--- config.mk ---
export PLATFORM = sky130hd
export DESIGN_NAME = ubx_queue
export DESIGN_NICKNAME = d
export VERILOG_FILES = /design/src/upscale2x_box3x3_rgb_core_macros.svh /design/src/ubx_pkg.sv /design/src/ubx_queue.sv
export SDC_FILE = /design/constraint.sdc
export NUM_CORES = 1
export LEC_CHECK = 0
export BUFFER_PORTS_ARGS = -buffer_cell sky130_fd_sc_hd__buf_2
export CAP_MARGIN = 20
export CORE_UTILIZATION = 54
export CTS_BUF_LIST = sky130_fd_sc_hd__clkbuf_8
export DETAILED_ROUTE_END_ITERATION = 12
export PLACE_DENSITY = 0.79
export SYNTH_ARGS = -nofsm -noshare
export SYNTH_HDL_FRONTEND = slang
export SYNTH_SLANG_ARGS = --single-unit
export TNS_END_PERCENT = 50
--- constraint.sdc ---
create_clock -name clk -period 4.32 [get_ports clk]
set_clock_uncertainty 0.05 [all_clocks]
set_input_delay 0.216 -clock clk [delete_from_list [all_inputs] [get_ports clk]]
set_output_delay 0.216 -clock clk [all_outputs]
set_load 0.02 [all_outputs]
--- src/upscale2x_box3x3_rgb_core_macros.svh ---
// Assertion macros for the upscaler RTL.
// Included by modules that carry concurrent checks; no other dependencies.
`ifndef UPSCALE2X_BOX3X3_RGB_CORE_MACROS_SVH
`define UPSCALE2X_BOX3X3_RGB_CORE_MACROS_SVH

// Implication checked in the same cycle.
`define UBX_ASSERT_IMP(lbl, ck, rst_n, ante, cons, msg) \
	lbl: assert property (@(posedge ck) disable iff (!rst_n) (ante) |-> (cons)) \
		else $error(msg);

// Implication checked in the following cycle.
`define UBX_ASSERT_NEXT(lbl, ck, rst_n, ante, cons, msg) \
	lbl: assert property (@(posedge ck) disable iff (!rst_n) (ante) |=> (cons)) \
		else $error(msg);

`endif

--- src/ubx_pkg.sv ---
// Shared types, widths and codes of the 2x upscaler with 3x3 box filter.
// No dependencies; all files of the block but the macro header refer to it.
`timescale 1ns / 1ps

package ubx_pkg;

	localparam int DEF_MAX_SRC_WIDTH  = 256;
	localparam int DEF_MAX_SRC_HEIGHT = 256;

	localparam int POS_W      = 9;
	localparam int DIM_W      = 9;
	localparam int CH_W       = 8;
	localparam int NUM_CH     = 3;
	localparam int PIX_W      = NUM_CH * CH_W;
	localparam int ACC_W      = 12;
	localparam int CFG_IDX_W  = 1;
	localparam int CFG_DATA_W = 9;
	localparam int QUEUE_DEPTH = 2;

	localparam logic [CFG_IDX_W-1:0] CFG_SOURCE_WIDTH  = 1'd0;
	localparam logic [CFG_IDX_W-1:0] CFG_SOURCE_HEIGHT = 1'd1;

	localparam logic [DIM_W-1:0] DIM_RESET = 9'd256;

	localparam logic ACT_LOAD = 1'b0;
	localparam logic ACT_READ = 1'b1;

	localparam logic STATUS_OK    = 1'b0;
	localparam logic STATUS_RANGE = 1'b1;

	// Division by nine as a multiply by ceil(2^15 / 9) and a shift; exact for sums
	// below 9 * 256.
	localparam int RECIP_W     = 12;
	localparam int RECIP_SHIFT = 15;
	localparam logic [RECIP_W-1:0] BOX_RECIP = 12'd3641;

	localparam logic [ACC_W-1:0] BOX_SUM_MAX = 12'd2295;
	localparam logic [ACC_W-1:0] CH_MAX      = 12'd255;

	typedef enum logic [1:0] {
		CMD_LOAD,
		CMD_BORDER,
		CMD_BOX,
		CMD_RANGE
	} cmd_kind_t;

	typedef struct packed {
		cmd_kind_t              kind;
		logic [POS_W-1:0]       r0;
		logic [POS_W-1:0]       r1;
		logic [POS_W-1:0]       c0;
		logic [POS_W-1:0]       c1;
		logic                   r0_dbl;
		logic                   c0_dbl;
		logic [PIX_W-1:0]       pix;
	} cmd_t;

	typedef struct packed {
		logic [DIM_W-1:0] sw;
		logic [DIM_W-1:0] sh;
	} dims_t;

	typedef struct packed {
		logic vld;
		cmd_t cmd;
	} q_push_t;

	typedef enum logic [1:0] {
		ST_IDLE,
		ST_ISSUE,
		ST_LAST,
		ST_DONE
	} back_state_t;

endpackage

--- src/ubx_queue.sv ---
// Short command queue between the front end and the frame-store sequencer.
// Depends on ubx_pkg for the command type and depth.
`timescale 1ns / 1ps

module ubx_queue (
	input  logic             clk,
	input  logic             arst_n,
	input  ubx_pkg::q_push_t push,
	output logic             full,
	input  logic             pop,
	output logic             nonempty,
	output ubx_pkg::cmd_t    head
);

	localparam int PTR_W = (ubx_pkg::QUEUE_DEPTH > 1) ? $clog2(ubx_pkg::QUEUE_DEPTH) : 1;
	localparam int CNT_W = $clog2(ubx_pkg::QUEUE_DEPTH + 1);

	ubx_pkg::cmd_t       entry_q [ubx_pkg::QUEUE_DEPTH];
	logic [PTR_W-1:0]    wr_ptr_q;
	logic [PTR_W-1:0]    rd_ptr_q;
	logic [CNT_W-1:0]    cnt_q;
	logic                do_push;
	logic                do_pop;

	assign full     = cnt_q == CNT_W'(ubx_pkg::QUEUE_DEPTH);
	assign nonempty = cnt_q != '0;
	assign head     = entry_q[rd_ptr_q];
	assign do_push  = push.vld && !full;
	assign do_pop   = pop && nonempty;

	function automatic logic [PTR_W-1:0] ptr_next(input logic [PTR_W-1:0] p);
		return (p == PTR_W'(ubx_pkg::QUEUE_DEPTH - 1)) ? '0 : p + 1'b1;
	endfunction

	always_ff @(posedge clk or negedge arst_n) begin
		if (!arst_n) begin
			wr_ptr_q <= '0;
			rd_ptr_q <= '0;
			cnt_q    <= '0;
		end else begin
			if (do_push) wr_ptr_q <= ptr_next(wr_ptr_q);
			if (do_pop) rd_ptr_q <= ptr_next(rd_ptr_q);
			if (do_push && !do_pop) cnt_q <= cnt_q + 1'b1;
			else if (do_pop && !do_push) cnt_q <= cnt_q - 1'b1;
		end
	end

	always_ff @(posedge clk) begin
		if (do_push) entry_q[wr_ptr_q] <= push.cmd;
	end

endmodule

==> results of run 1 <==
-- worst reg2reg max path, stage by stage (launching register included) --
cell      delay, ps
dfrtp_1         400
nand2b_1        180
nand2_1         140
nor2_4          730
buf_4           540
-- layout make-up --
cell class / instances / area (sq um) / area share, %
clock inverters: 15 / 179 / 2.59
diodes: 1 / 2.50 / 0.0362
clock buffers: 17 / 234 / 3.39
repair buffers: 203 / 1400 / 20.2
multi-input cells: 77 / 1010 / 14.6
inverters: 2 / 7.51 / 0.109
well taps: 108 / 135 / 1.96
flip-flops and latches: 132 / 3950 / 57.1
-- flip-flops by register name (all words and copies together), names as in the netlist --
register / count
cnt_q: 2
entry_q: 128
rd_ptr_q: 1
wr_ptr_q: 1
-- report_power, final --
group,leakage [nW],switching (mW),total [mW],internal [mW]
Sequential,1.23,0.113,1.87,1.75
Clock,0.199,0.471,1.04,0.574
Combinational,1.36,0.882,1.62,0.742
-- metrics by stage --
step	hold slack, ps	setup slack [ps]	total power, mW
after floorplan	-130	485	3.06
after detailed placement	-21.7	1900	3.45
after CTS	53.8	1800	4.54
final	77.3	1920	4.54
after global placement	-25.3	1980	3.42
after global routing	64.3	1740	4.72
-- cell usage after synthesis, drive strengths merged --
cell,instances,area share [%]
ha,1,0.25
xnor2,3,0.52
nor2,2,0.15
xor2,2,0.35
edfxtp,128,76
or2,1,0.12
nand2,2,0.20
inv,2,0.15
nand2b,1,0.12
dfrtp,4,2.0
buf,7,1.4
and3,1,0.12
mux2,64,18
-- per-layer routing --
metal	share of wire [%]	routed length, microns	GRT usage [%]
met1	44	3890	24.6
met2	48	4270	30.0
met3	6.4	572	4.61
met4	1.9	172	9.30
met5	0	0	0
-- worst paths after layout --
path,endpoint
max in group asynchronous,rd_ptr_q
min in group clk,wr_ptr_q
worst max-delay path,entry_q[0][15]
worst min register to register,cnt_q[1]
worst min-delay path,cnt_q[0]
worst max register to register,entry_q[0][15]
-- kinds of logic after synthesis --
group	Yosys count	share of synthesized area, %
adder cells (fa/ha/maj)	1	0.249
XOR/XNOR	5	0.872
multiplexers	64	18.1
buffers and inverters	9	1.59
flip-flops	132	78.5
AND/OR/NAND/NOR	7	0.722
-- cells in the final DEF, fill, tap and decap left out --
cell             n
buf_2          133
edfxtp_1       128
dlygate4sd3_1   66
mux2_4          50
clkbuf_8        17
mux2_2          14
clkinvlp_4       4
xnor2_1          3
bufinv_16        3
inv_6            3
clkinv_2         3
dfrtp_1          3
inv_1            2
xor2_1           2
clkinv_4         2
buf_16           2
buf_4            2
diode_2          1
or2_2            1
nand2b_1         1
nand2_1          1
nand2_2          1
and3_2           1
nor2_4           1
nor2_1           1
ha_1             1
dfrtp_4          1
-- repair_timing --
action / 4_1_cts / 5_1_grt
hold buffers: 66 / 0
hold endpoints to repair: 133 / 0
buffers inserted: 0 / 0
==> results.txt, run 1 <==
Run status: finished, violations left
Failing checks: design-rule violations
Yosys reg bits: 132
Clk sinks: 132
Post-Layout Inst Area: 6910 sq um
Vias per cell: 4.91
Initial Util: 56.8%
Hold Vio Cnt, Final: 0
Minimum clock period: 2400 ps
Leakage dissipation: 2.79 nW
Antenna Violating Nets Remaining: 0
CP peak stage delay: 730 ps
CP delay by family, top: simple AND/OR/NAND/NOR gates
DPL Wire Length: 5400 microns
RSZ-0062 raised after global routing: no
Post-Syn Nets: 287
Mean Syn Cell Area: 23.0 sq um
Post-cts sizing count: 0
Reg-to-Reg Start: cnt_q[0]
Worst path bufs/invs: 1
Synth cell types: 16
Final setup fails: 0
Overall global routing resource usage: 18.8%
GRT Residual Overflow: 0
CP max stage cell: nor2_4
Vias in the first global route: 2803
Routed via count: 2727
R2R depth: 4
Detailed Route Iter0 Violations: 117
Die footprint: 9700 sq um
Yosys warning count: 0
Layout Cells excl Fill: 555
Port bufs: 133
Placed cells: 454
Die width: 98.5 microns
Critical path arrival: 2420 ps
Drt first pass iters: 11
Placed Area: 5780 sq um
Hold WC Path Type: in -> async
Fillers: 500
Cell count after synthesis: 218
Startpoint type of the worst setup path: flop
Sequential area share after synthesis: 78.5%
Global-route wire length before repair: 13400 microns
CTS tree: built
Critical path endpoint category: flop
CTS Buffer Depth: 2
Max Fclk: 416 MHz
Crit path from: cnt_q[0]
Slew margin rel.: 37.8%
Final core occ: 78.1%
# H-tree levels: 4
Setup TNS Final: 0 ps
Max Cap Viol: 0
FF-to-FF setup slack: 1920 ps
Core Area: 8850 sq um
Least-Margin Pin Slew: 930 ps
Final GP Congestion: 0.743
CP Max Fanout: 33
Drt drc: 9
Area Growth Syn to Fin: 37.5%
DR WL/cell: 16.1 microns
Crit-path cells: nand2b_1 -> nand2_1 -> nor2_4 -> buf_4
Clock root buffer: clkbuf_8
Largest net degree at the start of global routing: 66
Max-slew violation count: 0
Num CTS Buffers: 17
Detailed Route WL: 8910 microns
Clk Latency, worst-skew pair: 410 ps
Pwr/cell area: 656 nW/um^2
Row cnt: 34
Nets: 502
CP Depth: 4
Worst-path clk slew: 70 ps
DIE HEIGHT: 98.5 microns
IO Pins: 134
Setup CP Type: reg -> reg
Final period utilization: 55.6%
Worst vdd rail ir drop: 0.000516 V
Initial antenna violation count: 1
Cell Area, Synth: 5020 sq um
Fraction of layout cells with a size suffix above 1: 53.4%
WP data required: 4340 ps
Note: power is estimated with default switching activity, not from simulation.
==> run 2: changes to the inputs <==
Clock period 4.32 ns to 2.3 ns, I/O delays scaled along.
==> results.txt, run 2 (synthesized netlist as in run 1, its figures left out) <==
Run status: finished, violations left
Failing checks: design-rule violations
Reg-to-Reg Start: cnt_q[0]
Vias in the first global route: 3080 (+9.9%)
Overall global routing resource usage: 20.8% (+2.0 points)
Nets: 506 (+0.80%)
Fraction of layout cells with a size suffix above 1: 52.9% (-0.47 points)
Setup CP Type: reg -> out
Ant. Diodes: 0 (-1)
WP data required: 2130 ps (-2210 ps)
Final core occ: 77.8% (-0.33 points)
CP Max Fanout: 30 (-9.1%)
Net Sw Frac: 33.5% (+1.1 points)
Startpoint type of the worst setup path: flop
Leakage dissipation: 2.78 nW (-0.41%)
Routed via count: 2748 (+0.77%)
Max Fclk: 468 MHz
Hold path cells: 2
Critical path endpoint category: output port
Clk Latency, worst-skew pair: 410 ps (about the same)
CTS tree: built
Antenna Violating Nets Remaining: 0 (unchanged)
DIE HEIGHT: 98.5 microns (unchanged)
# H-tree levels: 4 (unchanged)
Initial Util: 56.8% (unchanged)
Net Sw Power: 2.79 mW (+90%)
Final setup fails: 0 (unchanged)
Post-cts sizing count: 0 (unchanged)
IO Pins: 134 (unchanged)
Num CTS Buffers: 17 (unchanged)
Worst path bufs/invs: 2 (+1)
Placed cells: 458 (+0.88%)
Vias per cell: 4.92 (+0.23%)
R2R depth: 4 (unchanged)
Area Growth Syn to Fin: 37.0%
Hold Vio Cnt, Final: 0 (unchanged)
Biggest regs: entry_q: 128 flops, cnt_q: 2 flops
Hold worst-path end: entry_q[0][55]
Critical path arrival: 1970 ps (-450 ps)
CP delay by family, top: flip-flops
Clk sinks: 132 (unchanged)
Die footprint: 9700 sq um (unchanged)
Comb pwr share: 35.8% (about the same)
Fillers: 516 (+3.2%)
Drt first pass iters: 10 (-1)
RSZ-0062 raised after global routing: no
Minimum clock period: 2140 ps
Crit-path cells: buf_12 -> mux2_2 -> buf_2
Commonest non-fill, non-tap cell in the layout: buf_2
Least-Margin Pin Slew: 539 ps (-392 ps)
Core Area: 8850 sq um (unchanged)
Clock root buffer: clkbuf_8
Pint: 5.55 mW (+81%)
Drt drc: 6 (-3)
CP max stage cell: dfrtp_4
Final period utilization: 92.9%
Max-slew violation count: 0 (unchanged)
Max FFs per register: 128 (unchanged)
Clk pwr share: 21.2% (-1.8 points)
Slew margin rel.: 64.1% (+26 points)
Hold_sp: push[55]
DPL Wire Length: 5390 microns (-0.32%)
Die width: 98.5 microns (unchanged)
CP peak stage delay: 770 ps (+40 ps)
Area occupied by registers: 3950 sq um (unchanged)
Row cnt: 34 (unchanged)
Register share of total power: 42.9% (+1.7 points)
Layout Cells excl Fill: 558 (+0.54%)
FF-to-FF setup slack: 610 ps (-1310 ps)
Worst vdd rail ir drop: 0.000952 V (+84%)
Multi-input gate area: 1010 sq um (unchanged)
Detailed Route Iter0 Violations: 142 (+21%)
R2r endpoint: entry_q[0][21]
DR WL/cell: 16.9 microns (+5.4%)
Port bufs: 133 (unchanged)
Detailed Route WL: 9450 microns (+6.0%)
Largest net degree at the start of global routing: 37 (-44%)
Global-route wire length before repair: 14800 microns (+10%)
Final GP Congestion: 0.686 (-7.7%)
Worst-path clk slew: 80 ps (about the same)
GRT Residual Overflow: 0 (unchanged)
Pwr/cell area: 1210 nW/um^2 (+85%)
Hold WC Path Type: in -> reg
Reg with most FFs: entry_q
Max Cap Viol: 0 (unchanged)
CTS Buffer Depth: 2 (unchanged)
Commonest non-fill, non-tap cells in the layout: buf_2, edfxtp_1, dlygate4sd3_1
Initial antenna violation count: 0 (-1)
-- run 2: cell types whose count changed in the layout (fill, tap and decap cells not counted) --
cell / previous run / this run
buf_12: 0 / 2
buf_16: 2 / 0
buf_4: 2 / 4
bufinv_16: 3 / 1
clkinv_2: 3 / 1
dlygate4sd3_1: 66 / 68
clkinv_1: 0 / 1
clkinvlp_4: 4 / 5
diode_2: 1 / 0
inv_1: 2 / 3
inv_6: 3 / 4
-- run 2: layer usage --
layer	GRT usage, %	vias up	share of wire (%)
met4	9.76	0	2.2
met2	36.9	113	54
met1	23.1	1326	38
met3	6.10	14	5.7
met5	0	-	0
li1	-	1295	-
-- run 2: timing repair --
item,CTS,global route
hold endpoints to repair,134,0
hold buffers,68,0
setup buffers,0,0
-- run 2: how the worst max path moves through the flow --
stage / startpoint / endpoint / slack [ps] / cells past startpoint
2_1_floorplan: cnt_q[0] / entry_q[1][0] / -260 / 2
3_3_place_gp: rd_ptr_q / head[47] / 590 / 3
4_1_cts: rd_ptr_q / head[49] / 120 / 3
5_1_grt: rd_ptr_q / head[49] / 70 / 3
6_report: rd_ptr_q / head[49] / 160 / 3
3_5_place_dp: rd_ptr_q / head[49] / 580 / 3
-- run 2: layout make-up --
type	instances	share of cell area (%)
sequential	132	57.4
tap	108	1.96
timing repair buffer	207	20.6
clock inverter	15	1.93
multi-input combinational	77	14.7
inverter	2	0.109
clock buffer	17	3.40
-- run 2: metrics by stage --
step	instance area, sq um	hold WS [ps]	power, mW	TNS (ps)	setup slack, ps
final	6880	368	8.34	0	163
after detailed placement	5840	-122	6.54	0	581
after floorplan	5030	-231	5.74	-16940	-265
after global placement	5840	-128	6.46	0	594
after global routing	6880	341	8.70	0	74.4
after CTS	6880	333	8.39	0	122
-- run 2: power groups by stage --
stage | clock (mW) | combinational, mW | sequential (mW)
after floorplan | 0 | 2.27 | 3.47
after global placement | 0 | 2.87 | 3.59
after detailed placement | 0 | 2.90 | 3.64
after CTS | 1.80 | 3.00 | 3.58
after global routing | 1.91 | 3.17 | 3.63
final | 1.77 | 2.99 | 3.58
==> run 3: changes to the inputs <==
Settings changed: CORE_UTILIZATION 54 to 45, PLACE_DENSITY 0.79 to 0.67.
==> results.txt, run 3 (synthesized netlist as in run 1, its figures left out) <==
Run status: finished clean
Area Growth Syn to Fin: 38.8%
R2r endpoint: entry_q[1][10]
Slew margin rel.: 67.1% (+3.0 points)
Pint: 5.86 mW (+5.6%)
DR WL/cell: 14.7 microns (-13%)
Fraction of layout cells with a size suffix above 1: 52.2% (-0.66 points)
Initial antenna violation count: 0 (unchanged)
IO Pins: 134 (unchanged)
Commonest non-fill, non-tap cell in the layout: buf_2
Drt drc: 0 (-6)
Core Area: 10800 sq um (+23%)
Global-route wire length before repair: 13400 microns (-9.3%)
CTS Buffer Depth: 2 (unchanged)
Minimum clock period: 2130 ps (-10.9 ps)
R2R depth: 3 (-1)
Final period utilization: 92.5% (-0.47 points)
Startpoint type of the worst setup path: flop
Max FFs per register: 128 (unchanged)
Register share of total power: 41.5% (-1.4 points)
Biggest regs: entry_q: 128 flops, cnt_q: 2 flops
Final GP Congestion: 0.704 (+2.7%)
RSZ-0062 raised after global routing: no
Dpl ws: 573 ps (-7.51 ps)
Postcts setup bufs: 0 (unchanged)
Clock root buffer: clkbuf_8
Port bufs: 133 (unchanged)
Ant. Diodes: 0 (unchanged)
Fillers: 804 (+56%)
Nets: 505 (-0.20%)
Overall global routing resource usage: 15.9% (-4.9 points)
DIE HEIGHT: 108 microns (+9.3%)
Placed cells: 490 (+7.0%)
Detailed Route WL: 8640 microns (-8.6%)
Vias in the first global route: 2808 (-8.8%)
CP Max Fanout: 31 (+3.3%)
FF-to-FF setup slack: 570 ps (-40 ps)
Die width: 108 microns (+9.3%)
GRT Residual Overflow: 0 (unchanged)
Reg-to-Reg Start: cnt_q[0]
Routed via count: 2702 (-1.7%)
Post-cts sizing count: 0 (unchanged)
Commonest non-fill, non-tap cells in the layout: buf_2, edfxtp_1, dlygate4sd3_1
Max Cap Viol: 0 (unchanged)
Die footprint: 11600 sq um (+20%)
Setup CP Type: reg -> out
Hold worst-path end: wr_ptr_q
Hold-fix buffers, CTS: 67 (-1.5%)
Comb pwr share: 35.4% (-0.4 points)
Placed Area: 5900 sq um (+1.1%)
Post-Layout Inst Area: 6980 sq um (+1.3%)
Clk pwr share: 23.1% (+1.9 points)
Critical path endpoint category: output port
DPL Wire Length: 5400 microns (+0.22%)
Critical path arrival: 1960 ps (about the same)
WP data required: 2130 ps (about the same)
Drt first pass iters: 4 (-6)
Worst vdd rail ir drop: 0.000756 V (-21%)
Hold Vio Cnt, Final: 0 (unchanged)
Clk Latency, worst-skew pair: 410 ps (about the same)
Antenna Violating Nets Remaining: 0 (unchanged)
Final worst slack: 173 ps (+10.9 ps)
Pwr/cell area: 1220 nW/um^2 (+0.86%)
Initial Util: 46.4% (-10 points)
CTS tree: built
Hold path cells: 3 (+1)
Hold WC Path Type: in -> reg
Layout Cells excl Fill: 588 (+5.4%)
Detailed Route Iter0 Violations: 105 (-26%)
Max-slew violation count: 0 (unchanged)
Net Sw Power: 2.66 mW (-4.5%)
Clk sinks: 132 (unchanged)
Vias per cell: 4.60 (-6.7%)
Leakage dissipation: 2.82 nW (+1.3%)
Final setup fails: 0 (unchanged)
Max Fclk: 470 MHz (+0.51%)
Num CTS Buffers: 17 (unchanged)
Reg with most FFs: entry_q
# H-tree levels: 4 (unchanged)
Largest net degree at the start of global routing: 50 (+35%)
Row cnt: 38 (+12%)
Worst-path clk slew: 70 ps (about the same)
Hold_sp: push[64]
Net Sw Frac: 31.2% (-2.2 points)
Least-Margin Pin Slew: 494 ps (-45.2 ps)
==> run 3: changes by cell type in the layout (fill, tap and decap cells not counted), sizes merged <==
cell         change
bufinv           +3
clkinv           +3
clkinvlp         -4
inv              -3
dlygate4sd3      -1
==> run 3: worst max-delay path, stage by stage (launching register included) <==
cell     delay (ps)
dfrtp_4         700
buf_12          290
mux2_2          370
buf_2           160
==> run 3: metrics by stage <==
| step | utilization, % | power, mW | setup TNS [ps] | hold slack [ps] |
|---|---|---|---|---|
| floorplan | - | 5.74 | -16940 | -231 |
| detailed placement | 54.4 | 6.57 | 0 | -117 |
| CTS | 64.3 | 8.64 | 0 | 5.17 |
| global placement | 54.4 | 6.52 | 0 | -120 |
| global route | 64.3 | 8.94 | 0 | 33.8 |
| finish | 64.3 | 8.52 | 0 | 34.1 |
==> run 3: worst max-delay path by stage <==
| stage | from | end | depth (start not counted) |
|---|---|---|---|
| after global placement | cnt_q[0] | entry_q[1][9] | 3 |
| after floorplan | cnt_q[0] | entry_q[1][0] | 2 |
| after global routing | rd_ptr_q | head[34] | 3 |
| after detailed placement | cnt_q[0] | entry_q[1][9] | 3 |
| final | rd_ptr_q | head[39] | 3 |
| after CTS | rd_ptr_q | head[38] | 3 |
==> run 3: routing by layer <==
metal	global-route usage, %	part of all wire, %	vias up	routed length (microns)
li1	-	-	1294	-
met1	18.4	41	1303	3570
met2	26.7	52	94	4460
met3	5.81	5.9	11	512
met4	6.26	1.1	0	96
met5	0	0	-	0
==> run 3: cell type report <==
cell class | count | area (sq um) | share of cell area, %
clock inverter | 14 | 170 | 2.44
inverter | 2 | 7.51 | 0.108
tap | 140 | 175 | 2.51
timing repair buffer | 206 | 1430 | 20.5
multi-input combinational | 77 | 1010 | 14.5
clock buffer | 17 | 234 | 3.35
sequential | 132 | 3950 | 56.6
==> run 3: power by group through the flow <==
stage / clock network [mW] / logic (mW) / registers [mW]
global placement: 0 / 2.95 / 3.57
CTS: 2.02 / 3.07 / 3.55
detailed placement: 0 / 2.98 / 3.60
finish: 1.97 / 3.02 / 3.54
floorplan: 0 / 2.27 / 3.47
global route: 2.11 / 3.22 / 3.60
