===== config.mk =====
export PLATFORM = sky130hd
export DESIGN_NAME = ubx_front_flat
export DESIGN_NICKNAME = d
export VERILOG_FILES = /design/src/upscale2x_box3x3_rgb_core_macros.svh /design/src/ubx_pkg.sv /design/src/ubx_if.sv /design/src/ubx_front.sv /design/src/flat_wrapper.sv
export SDC_FILE = /design/constraint.sdc
export NUM_CORES = 1
export LEC_CHECK = 0
export BUFFER_PORTS_ARGS = -buffer_cell sky130_fd_sc_hd__buf_4
export CAP_MARGIN = 20
export CORE_MARGIN = 2
export CORE_UTILIZATION = 35
export DETAILED_ROUTE_END_ITERATION = 10
export GPL_ROUTABILITY_DRIVEN = 1
export PLACE_DENSITY = 0.63
export SYNTH_ARGS = -nofsm -noshare
export SYNTH_HDL_FRONTEND = slang
export SYNTH_SLANG_ARGS = --single-unit
export TNS_END_PERCENT = 1

===== constraint.sdc =====
create_clock -name vclk -period 2.35
set_clock_uncertainty 0.15 [all_clocks]
set_input_delay 0.1175 -clock vclk [all_inputs]
set_output_delay 0.1175 -clock vclk [all_outputs]
set_load 0.01 [all_outputs]

===== src/upscale2x_box3x3_rgb_core_macros.svh =====
// Assertion macros for the upscaler RTL.
// Included by modules that carry concurrent checks; no other dependencies.
`ifndef UPSCALE2X_BOX3X3_RGB_CORE_MACROS_SVH
`define UPSCALE2X_BOX3X3_RGB_CORE_MACROS_SVH

// Implication checked in the same cycle.
`define UBX_ASSERT_IMP(lbl, ck, rst_n, ante, cons, msg) \
	lbl: assert property (@(posedge ck) disable iff (!rst_n) (ante) |-> (cons)) \
		else $error(msg);

// Implication checked in the following cycle.
`define UBX_ASSERT_NEXT(lbl, ck, rst_n, ante, cons, msg) \
	lbl: assert property (@(posedge ck) disable iff (!rst_n) (ante) |=> (cons)) \
		else $error(msg);

`endif


===== src/ubx_pkg.sv =====
// Shared types, widths and codes of the 2x upscaler with 3x3 box filter.
// No dependencies; all files of the block but the macro header refer to it.
`timescale 1ns / 1ps

package ubx_pkg;

	localparam int DEF_MAX_SRC_WIDTH  = 256;
	localparam int DEF_MAX_SRC_HEIGHT = 256;

	localparam int POS_W      = 9;
	localparam int DIM_W      = 9;
	localparam int CH_W       = 8;
	localparam int NUM_CH     = 3;
	localparam int PIX_W      = NUM_CH * CH_W;
	localparam int ACC_W      = 12;
	localparam int CFG_IDX_W  = 1;
	localparam int CFG_DATA_W = 9;
	localparam int QUEUE_DEPTH = 2;

	localparam logic [CFG_IDX_W-1:0] CFG_SOURCE_WIDTH  = 1'd0;
	localparam logic [CFG_IDX_W-1:0] CFG_SOURCE_HEIGHT = 1'd1;

	localparam logic [DIM_W-1:0] DIM_RESET = 9'd256;

	localparam logic ACT_LOAD = 1'b0;
	localparam logic ACT_READ = 1'b1;

	localparam logic STATUS_OK    = 1'b0;
	localparam logic STATUS_RANGE = 1'b1;

	// Division by nine as a multiply by ceil(2^15 / 9) and a shift; exact for sums
	// below 9 * 256.
	localparam int RECIP_W     = 12;
	localparam int RECIP_SHIFT = 15;
	localparam logic [RECIP_W-1:0] BOX_RECIP = 12'd3641;

	localparam logic [ACC_W-1:0] BOX_SUM_MAX = 12'd2295;
	localparam logic [ACC_W-1:0] CH_MAX      = 12'd255;

	typedef enum logic [1:0] {
		CMD_LOAD,
		CMD_BORDER,
		CMD_BOX,
		CMD_RANGE
	} cmd_kind_t;

	typedef struct packed {
		cmd_kind_t              kind;
		logic [POS_W-1:0]       r0;
		logic [POS_W-1:0]       r1;
		logic [POS_W-1:0]       c0;
		logic [POS_W-1:0]       c1;
		logic                   r0_dbl;
		logic                   c0_dbl;
		logic [PIX_W-1:0]       pix;
	} cmd_t;

	typedef struct packed {
		logic [DIM_W-1:0] sw;
		logic [DIM_W-1:0] sh;
	} dims_t;

	typedef struct packed {
		logic vld;
		cmd_t cmd;
	} q_push_t;

	typedef enum logic [1:0] {
		ST_IDLE,
		ST_ISSUE,
		ST_LAST,
		ST_DONE
	} back_state_t;

endpackage


===== src/ubx_if.sv =====
// Request and response channels of the upscaler, valid/ready handshake.
// Depends on ubx_pkg for field widths.
`timescale 1ns / 1ps

interface ubx_req_if;
	logic                         valid;
	logic                         ready;
	logic                         action;
	logic [ubx_pkg::POS_W-1:0]    row_pos;
	logic [ubx_pkg::POS_W-1:0]    col_pos;
	logic [ubx_pkg::CH_W-1:0]     in_red;
	logic [ubx_pkg::CH_W-1:0]     in_green;
	logic [ubx_pkg::CH_W-1:0]     in_blue;

	modport source (output valid, action, row_pos, col_pos, in_red, in_green, in_blue,
		input ready);
	modport sink (input valid, action, row_pos, col_pos, in_red, in_green, in_blue,
		output ready);
endinterface



===== src/ubx_front.sv =====
// Front end: turns request beats into store commands; drops off-frame loads.
// Depends on ubx_pkg and the request interface in ubx_if.sv.
`timescale 1ns / 1ps

module ubx_front (
	ubx_req_if.sink          req,
	input  ubx_pkg::dims_t   dims,
	input  logic             full,
	output ubx_pkg::q_push_t push
);

	logic [ubx_pkg::POS_W:0]   ow;
	logic [ubx_pkg::POS_W:0]   oh;
	logic [ubx_pkg::POS_W:0]   row_x;
	logic [ubx_pkg::POS_W:0]   col_x;
	logic [ubx_pkg::POS_W-1:0] rm1;
	logic [ubx_pkg::POS_W-1:0] rp1;
	logic [ubx_pkg::POS_W-1:0] cm1;
	logic [ubx_pkg::POS_W-1:0] cp1;
	logic                      drop;
	ubx_pkg::cmd_t             cmd;

	assign req.ready = !full;

	always_comb begin
		ow    = {dims.sw, 1'b0};
		oh    = {dims.sh, 1'b0};
		row_x = {1'b0, req.row_pos};
		col_x = {1'b0, req.col_pos};
		rm1   = req.row_pos - ubx_pkg::POS_W'(1);
		rp1   = req.row_pos + ubx_pkg::POS_W'(1);
		cm1   = req.col_pos - ubx_pkg::POS_W'(1);
		cp1   = req.col_pos + ubx_pkg::POS_W'(1);
		drop  = 1'b0;

		cmd.kind   = ubx_pkg::CMD_LOAD;
		cmd.r0     = req.row_pos;
		cmd.r1     = req.row_pos;
		cmd.c0     = req.col_pos;
		cmd.c1     = req.col_pos;
		cmd.r0_dbl = 1'b0;
		cmd.c0_dbl = 1'b0;
		cmd.pix    = {req.in_red, req.in_green, req.in_blue};

		if (req.action == ubx_pkg::ACT_LOAD) begin
			drop = !(req.row_pos < dims.sh && req.col_pos < dims.sw);
		end else if (row_x >= oh || col_x >= ow) begin
			cmd.kind = ubx_pkg::CMD_RANGE;
		end else if (req.row_pos == '0 || req.col_pos == '0 ||
				row_x == oh - 1'b1 || col_x == ow - 1'b1) begin
			cmd.kind = ubx_pkg::CMD_BORDER;
			cmd.r0   = {1'b0, req.row_pos[ubx_pkg::POS_W-1:1]};
			cmd.c0   = {1'b0, req.col_pos[ubx_pkg::POS_W-1:1]};
		end else begin
			// The 3x3 window covers two source rows and two source columns. The
			// nearer one counts twice: the lower index for odd positions.
			cmd.kind   = ubx_pkg::CMD_BOX;
			cmd.r0     = {1'b0, rm1[ubx_pkg::POS_W-1:1]};
			cmd.r1     = {1'b0, rp1[ubx_pkg::POS_W-1:1]};
			cmd.c0     = {1'b0, cm1[ubx_pkg::POS_W-1:1]};
			cmd.c1     = {1'b0, cp1[ubx_pkg::POS_W-1:1]};
			cmd.r0_dbl = req.row_pos[0];
			cmd.c0_dbl = req.col_pos[0];
		end

		push.vld = req.valid && !full && !drop;
		push.cmd = cmd;
	end

endmodule


===== src/flat_wrapper.sv =====
// flat-port wrapper written by rule: the top's interface ports become plain ports
module ubx_front_flat 
  (dims, full, push, req_valid, req_action, req_row_pos, req_col_pos, req_in_red, req_in_green, req_in_blue, req_ready);
  ubx_req_if req_i ();
  input  ubx_pkg::dims_t dims;
  input  logic full;
  output ubx_pkg::q_push_t push;
  input wire logic [$bits(req_i.valid)-1:0] req_valid;
  input wire logic [$bits(req_i.action)-1:0] req_action;
  input wire logic [$bits(req_i.row_pos)-1:0] req_row_pos;
  input wire logic [$bits(req_i.col_pos)-1:0] req_col_pos;
  input wire logic [$bits(req_i.in_red)-1:0] req_in_red;
  input wire logic [$bits(req_i.in_green)-1:0] req_in_green;
  input wire logic [$bits(req_i.in_blue)-1:0] req_in_blue;
  output wire logic [$bits(req_i.ready)-1:0] req_ready;
  assign req_i.valid = req_valid;
  assign req_i.action = req_action;
  assign req_i.row_pos = req_row_pos;
  assign req_i.col_pos = req_col_pos;
  assign req_i.in_red = req_in_red;
  assign req_i.in_green = req_in_green;
  assign req_i.in_blue = req_in_blue;
  assign req_ready = req_i.ready;
  ubx_front u_core (.req(req_i), .dims(dims), .full(full), .push(push));
endmodule

==> results of run 1 <==
-- worst min-delay path by stage --
stage                         startpoint   endpoint  slack [ps]
after floorplan                     full  req_ready         140
after global placement    req_in_blue[0]    push[0]          90
after detailed placement  req_in_blue[0]    push[0]          90
after CTS                 req_in_blue[0]    push[0]          90
after global routing      req_in_blue[7]    push[7]          90
final                      req_in_red[5]   push[21]          90
-- placed cells by master (no fill, tap or decap), types with 8 or more instances in the layout --
cell type	n
nand3_1	9
ha_1	36
nand2_1	23
xnor2_1	12
nor2_1	19
a21oi_1	18
buf_6	10
inv_1	28
o21ai_0	9
a31oi_1	8
buf_4	158
-- worst max-delay path, stage by stage --
cell,delay (ps)
buf_6,90
or4_4,560
or4_4,560
a211oi_2,250
o2111a_2,280
a211oi_4,80
buf_6,170
nand2b_4,70
nor4_1,40
a311o_1,290
buf_4,150
-- cell type report --
type	count	area [um2]
well taps	99	124
fillers	714	3250
inverters	33	139
repair buffers	169	1320
multi-input cells	293	2380
-- cell usage after synthesis, drive strengths merged, types with 5 or more instances --
cell	instances	area [um2]
ha	38	475
inv	33	124
buf	29	224
nand2	25	93.8
a21oi	24	128
nor2	20	75.1
clkbuf	18	67.6
o21ai	16	80.1
xnor2	12	105
nand3	11	65.1
nor3	9	45.0
o211ai	9	77.6
a31oi	8	50.1
nor2b	7	43.8
or3	7	43.8
xor2	7	61.3
and2	6	40.0
and3	6	37.5
nand2b	6	37.5
nor4	5	37.5
-- cells by family after synthesis --
family	count (synthesis)	synth area share [%]
AOI/OAI and AO/OA	108	31.3
xor gates and xnor gates	19	6.39
and+or+nand+nor	122	26.2
muxes	5	1.97
adders and majority gates	38	18.2
buffers and inverters	80	15.9
-- power by group through the flow --
stage | registers, uW | logic (uW) | clock network (uW)
finish | 0 | 871 | 0
global route | 0 | 951 | 0
CTS | 0 | 844 | 0
detailed placement | 0 | 815 | 0
global placement | 0 | 798 | 0
floorplan | 0 | 461 | 0
-- what timing repair did --
item	CTS	global route
buffers inserted	1	2
pin swaps	15	13
gates resized for setup	25	23
gates cloned	1	0
setup endpoints to repair	40	40
-- stage by stage --
step / TNS, ps / hold WS (ps) / util (%) / cells / setup WS [ps]
final: -17270 / 85.0 / 54.9 / 594 / -573
after global routing: -20400 / 85.0 / 54.9 / 594 / -629
after CTS: -15300 / 85.1 / 53.6 / 594 / -493
after detailed placement: -19630 / 85.1 / 52.1 / 592 / -602
after global placement: -16020 / 85.1 / 52.1 / 592 / -579
after floorplan: -4450 / 136 / - / 372 / -217
-- layer usage --
layer	wire (um)	track usage, %	up-vias
met3	433	1.84	16
met4	127	4.23	0
met5	0	0	-
met1	3780	26.2	1512
li1	-	-	1598
met2	4550	39.4	115
==> results.md, run 1 <==
* Switching Share at around 49%
* CTS Hold Bufs at 0
* Final min period at about 2900 ps
* Fin crit share at 124%
* Chip Width at 90.3 um
* Sw power at 428 uW
* Share of cells above drive strength 1 at 45.3%
* Detail Route Antenna Nets at 0
* DR DRC count at 0
* Routed WL per cell at 15.0 um
* Synth warn at 0
* Port Buffers at 81
* Seq Cell Count at 0
* ANT cells at 0
* Total global routing overflow at 0
* Combinational share of power at 100.0%
* Failing checks: setup timing
* Worst EP arrival at approximately 2700 ps
* TritonRoute pass-1 iters at 4
* Final Power at 871 uW
* Final Cell Area at 3960 um2
* Hold Path Stages at 0
* Initial antenna violation count at 0
* Seq pwr share at 0%
* Global-route wire length before repair at ~15 mm
* Worst setup SP type: primary input
* Unrepaired setup endpoints after global routing: true
* Power per cell area at 220 nW/um2
* Detailed-route via count at 3241
* Gpl congestion at ~0.9
* Fin worst setup slack at -573 ps
* Initial Utilization at 36.1%
* Die Height at 90.3 um
* Core area at 7210 um2
* Routed vias/inst at between 5 and 6
* Max-Cap Viols at 0
* Seq/Total Area, Yosys at 0%
* Gate Count Post-Synth at between 300 and 400
* Syn Area/Cell at 7.01 um2
* Max Slew Vio Count at 0
* Final Hold Viols at 0
* Clock power share at 0%
* Row count at 31
* Hold/Removal Path Class: in2out
* Post-synth cell types at between 60 and 70
* Worst-Margin Slew at 392 ps
* CP Max Fanout at 6
* Largest net degree at the start of global routing at 14
* FF+latch area at 0 um2
* Int Pwr at around 440 uW
* Crit. End Element: output port
* CLK BUF at 0
* Total track usage at about a fifth
* Leak at 0.00191 uW
* Area Growth Syn to Fin at 52.1%
* IO Pins at 129
* DRT iter0 DRCs at 85
* WS Path Type: in2out
* Crit. Startpoint: dims[12]
* Max-Slew Margin vs Limit at 73.7%
* Worst setup path end: push[38]
* Vias in the first global route at 3248
* Die area at 8150 um2
* Nets at approximately 600
* Status: finished, violations left
* HPWL after DPL at ~7.1 mm
* Synth Cell Area at 2610 um2
* Count of final setup violators at 40
* Total wire length at about 8.9 mm
* Fmax at around 0.34 GHz
* Syn_nets at between 400 and 500
* Worst EP required at 2080 ps
* DP Area at 3760 um2
* Peak supply drop at 0.133 mV
Power figures use the tool's default switching activity.
==> run 2: changes to the inputs <==
- CORE_ASPECT_RATIO: default -> 0.8
- CORE_MARGIN: 2 -> default
==> results.md, run 2 (synthesis gave the netlist of run 1 again) <==
* Die area at 7800 um2
* WL met1 at 4.53 mm
* Combinational share of power at 100.0%
* Fmax at 0.350 GHz
* Clock power share at 0%
* Detail Route Antenna Nets at 0
* Total track usage at 22.8%
* Total wire length at between 9 and 10 mm
* Die Height at 79.2 um
* Nets at ~600
* Met2 Routed Length at 4.12 mm
* Leak at about 0.0019 uW
* Worst-Margin Slew at roughly 430 ps
* Status: finished, violations left
* Initial Utilization at between 30% and 40%
* Unrepaired setup endpoints after global routing: true
* Count of final setup violators at 40
* FF+latch area at 0 um2
* Total global routing overflow at 0
* Largest net degree at the start of global routing at 23
* CP Max Fanout at 8
* Row count at 27
* Max-Slew Margin vs Limit at between 70% and 80%
* Vias in the first global route at 3138
* Worst hold margin at about 85 ps
* Final min period at 2860 ps
* Sw power at ~420 uW
* Seq pwr share at 0%
* Share of cells above drive strength 1 at between 40% and 50%
* Chip Width at 98.5 um
* IO Pins at 129
* Worst EP arrival at approximately 2600 ps
* Commonest non-fill, non-tap cell in the layout: buf_4
* WS Path Type: in2out
* Most frequent cells in the layout: 168 x buf_4, 35 x ha_1, 27 x inv_1
* DRT iter0 DRCs at 115
* Worst EP required at 2080 ps
* Area Growth Syn to Fin at 50.1%
* Fin worst setup slack at -511 ps
* Routed vias/inst at 5.57
* Fin crit share at 122%
* Detailed-route via count at 3270
* Max-Cap Viols at 0
* Setup TNS at -15560 ps
* Global-route wire length before repair at 14.8 mm
* Max Slew Vio Count at 0
* Crit. End Element: output port
* HPWL after DPL at 7.62 mm
* Failing checks: DRC, setup timing
* Port Buffers at 81
* Power per cell area at ~220 nW/um2
* Routed wl met3 at 490 um
* Core area at roughly 7000 um2
* Final Hold Viols at 0
* Seq Cell Count at 0
* ANT cells at 0
* CLK BUF at 0
* Int Pwr at 449 uW
* DR DRC count at 8
* TritonRoute pass-1 iters at 10
* Worst setup SP type: primary input
* Routed WL per cell at 15.6 um
* Gpl congestion at 0.931
* Hold/Removal Path Class: in2out
* Peak supply drop at between 0.1 and 0.15 mV
* Switching Share at 48.6%
* Uppermost layer routed: met4
* Initial antenna violation count at 0
-- run 2: what timing repair did --
action                                  CTS  global route
gates resized for setup                  20            14
endpoints found under the setup margin   40            41
pin swaps                                13             6
buffers inserted                          0             0
hold buffers                              0             0
gates cloned                              0             1
-- run 2: worst max-delay path, cell delays in order --
cell and delay, ps:
buf_6 90, or4_4 570, o31ai_2 270, a211oi_2 110
o2111a_2 300, a211oi_4 370, nand2_1 210, o31a_1 270
a2bb2oi_1 140, buf_4 150
-- run 2: layer usage --
metal  GRT usage, %  vias up
li1               -     1614
met1           32.8     1524
met2           39.1      124
met3          0.968        8
met4           1.79        0
met5              0        -
-- run 2: worst paths after layout --
| check | slack, ps | start | depth (start not counted) | end |
|---|---|---|---|---|
| setup / recovery | -510 | dims[13] | 10 | push[58] |
| hold / removal | 90 | req_in_green[7] | 0 | push[15] |
-- run 2: area by class of cell --
type	count	area [um2]
Multi-Input combinational cell	293	2320
Inverter	33	139
Fill cell	705	3110
Timing Repair Buffer	174	1340
Tap cell	87	109
-- run 2: power by group through the flow --
| stage | clock (uW) | combinational (uW) | sequential, uW |
|---|---|---|---|
| detailed placement | 0 | 834 | 0 |
| finish | 0 | 873 | 0 |
| floorplan | 0 | 461 | 0 |
| global route | 0 | 955 | 0 |
| global placement | 0 | 822 | 0 |
| CTS | 0 | 858 | 0 |
-- run 2: stage by stage --
step	power, uW	util (%)	area [um2]	worst slack (ps)	instances
after global routing	955	55.7	3910	-625	587
after global placement	822	53.9	3790	-549	586
final	873	55.7	3910	-511	587
after detailed placement	834	53.9	3790	-575	586
after floorplan	461	-	2650	-217	372
after CTS	858	54.8	3850	-522	586
==> run 3: changes to the inputs <==
- ABC_AREA: default -> 1
- PLACE_DENSITY: 0.63 -> 0.62
==> results.md, run 3 <==
* Status: finished, violations left
* Failing checks: setup timing
* Global-route wire length before repair at 15.1 mm
* Count of final setup violators at 7
* Worst-Margin Slew at 346 ps
* Fmax at 0.420 GHz
* Final min period at 2380 ps
* Gate Count Post-Synth at 515
* Row count at 28
* Main combinational cell family by area after synthesis: simple AND/OR/NAND/NOR gates
* Crit. End Element: output port
* Max-Slew Margin vs Limit at 76.7%
* Nets at between 700 and 800
* Largest net degree at the start of global routing at 22
* Hold/Removal Path Class: in2out
* Fin crit share at 101%
* Most frequent cells in the layout: 130 x nand2_1, 125 x buf_4, 47 x inv_1
* Synth area leader: nand2_1
* WS Path Type: in2out
* Gpl congestion at 0.856
* Total wire length at roughly 10 mm
* Commonest cells post-synth: 151 x nand2_1, 64 x inv_1, 50 x nor2_1, 39 x nand3_1, 38 x ha_1
* Final Power at 1020 uW
* IO Pins at 129
* Peak supply drop at 0.138 mV
* Worst setup SP type: primary input
* Initial antenna violation count at 0
* Chip Width at 102 um
* Detail Route Antenna Nets at 0
* Post-synthesis mux area share at 0%
* Post-synth top area share at 20.2%
* Seq Cell Count at 0
* Synth warn at 0
* Critical path, cell by cell: buf_8 > inv_6 > ha_4 > a21oi_2 > nor2_2 > a21oi_2 > nand3_2 > nor2_4 > nand2_4 > nor2_8 > inv_4 > nor2_4 > buf_12 > inv_12 > o21ai_2 > inv_1 > buf_6
* Adder-cell area share of the yosys netlist at between 15 and 20%
* Area Growth Syn to Fin at 55.9%
* Pre-CTS WS at -147 ps
* DR DRC count at 0
* Total track usage at 22.4%
* Core area at ~7600 um2
* Max-Cap Viols at 0
* Vias in the first global route at 3155
* CP Max Fanout at 8
* Critical-path top delay cell: nor2_4
* Fin worst setup slack at -32.2 ps
* Total global routing overflow at 0
* Share of cells above drive strength 1 at 43.2%
* Routed WL per cell at 13.9 um
* CLK BUF at 0
* Leak at between 0.002 and 0.0025 uW
* DRT iter0 DRCs at 254
* Syn_nets at slightly above 600
* Synth Cell Area at 2810 um2
* Unrepaired setup endpoints after global routing: true
* Syn Area/Cell at 5.45 um2
* Complex-gate fraction of the synthesized area at 13.4%
* Seq/Total Area, Yosys at 0%
* Synth Area in XOR/XNOR at 6.55%
* TritonRoute pass-1 iters at 5
* Max incr delay on CP at roughly 250 ps
* Cell with the most instances after synthesis: nand2_1
* CTS Hold Bufs at 0
* Simple logic cell fraction of the synthesized area at 43.1%
* Top cells by area, synth: nand2_1 20%, ha_1 17%, inv_1 8.6%
* Detailed-route via count at 3624
* FF+latch area at 0 um2
* Final Hold Viols at 0
* Die area at about 8400 um2
* Commonest non-fill, non-tap cell in the layout: nand2_1
* Power per cell area at about 230 nW/um2
* Routed vias/inst at 4.99
* Worst EP required at 2080 ps
* ANT cells at 0
* Max Slew Vio Count at 0
* Port Buffers at 81
* Worst hold margin at 85.0 ps
* Worst EP arrival at 2110 ps
* HPWL after DPL at approximately 7.8 mm
* Initial Utilization at 37.1%
* Die Height at 82.1 um
* Post-synth cell types at 36
run 3: cell count changes after synthesis, moves of 8 or more:
cell,before,now
o21ai_0,12,28
nand2_1,25,151
inv_2,0,8
xnor2_1,12,3
nand3_1,9,39
inv_1,33,64
nor2_1,20,50
xor2_1,7,18
a31oi_1,8,0
o21ai_1,4,12
clkbuf_1,18,2
run 3: where the power goes:
| group | switching [uW] | internal (uW) | leakage [uW] |
|---|---|---|---|
| clock | 0 | 0 | 0 |
| combinational | 546 | 470 | 0.00222 |
| sequential | 0 | 0 | 0 |
run 3: final cells by class:
type / instances / area (um2)
well taps: 105 / 131
repair buffers: 144 / 1220
multi-input cells: 403 / 2700
inverters: 73 / 322
repair inverters: 1 / 8.76
fillers: 737 / 3190
run 3: logic make-up (layout without fill, tap and decap cells):
logic type                 count (synthesis)  after routing
xor gates and xnor gates                  21             21
and+or+nand+nor                          275            275
buffers and inverters                    112            218
adders and majority gates                 38             38
AOI/OAI and AO/OA                         69             69
run 3: through the flow:
step	area (um2)	cells	util, %	TNS, ps
2_1_floorplan	2810	515	-	0
3_3_place_gp	3690	717	48.7	-1170
3_5_place_dp	3690	717	48.7	-2140
4_1_cts	3900	723	51.5	-86.3
5_1_grt	4380	726	57.8	-2000
6_report	4380	726	57.8	-129
run 3: per-layer routing:
layer	GRT usage, %	part of all wire, %
met5	0	0
met4	0.429	0.059
met3	1.01	7.9
met2	35.2	44
met1	35.0	48
run 3: path summary, 6_finish.rpt:
| path | start | to | depth (start not counted) | slack, ps |
|---|---|---|---|---|
| worst max-delay path | dims[6] | push[33] | 17 | -30 |
| worst min-delay path | req_in_red[2] | push[18] | 0 | 90 |
run 3: worst max-delay path, delay by kind of cell:
| kind | cells | cell delay (ps) |
|---|---|---|
| AOI/OAI and AO/OA | 3 | 430 |
| adders and majority gates | 1 | 200 |
| buffers and inverters | 7 | 620 |
| and+or+nand+nor | 6 | 750 |
run 3: what timing repair did:
item	4_1_cts	5_1_grt
endpoints found under the setup margin	34	37
buffers inserted	4	2
cloned	2	2
gates resized for setup	39	125
pin swaps	10	43
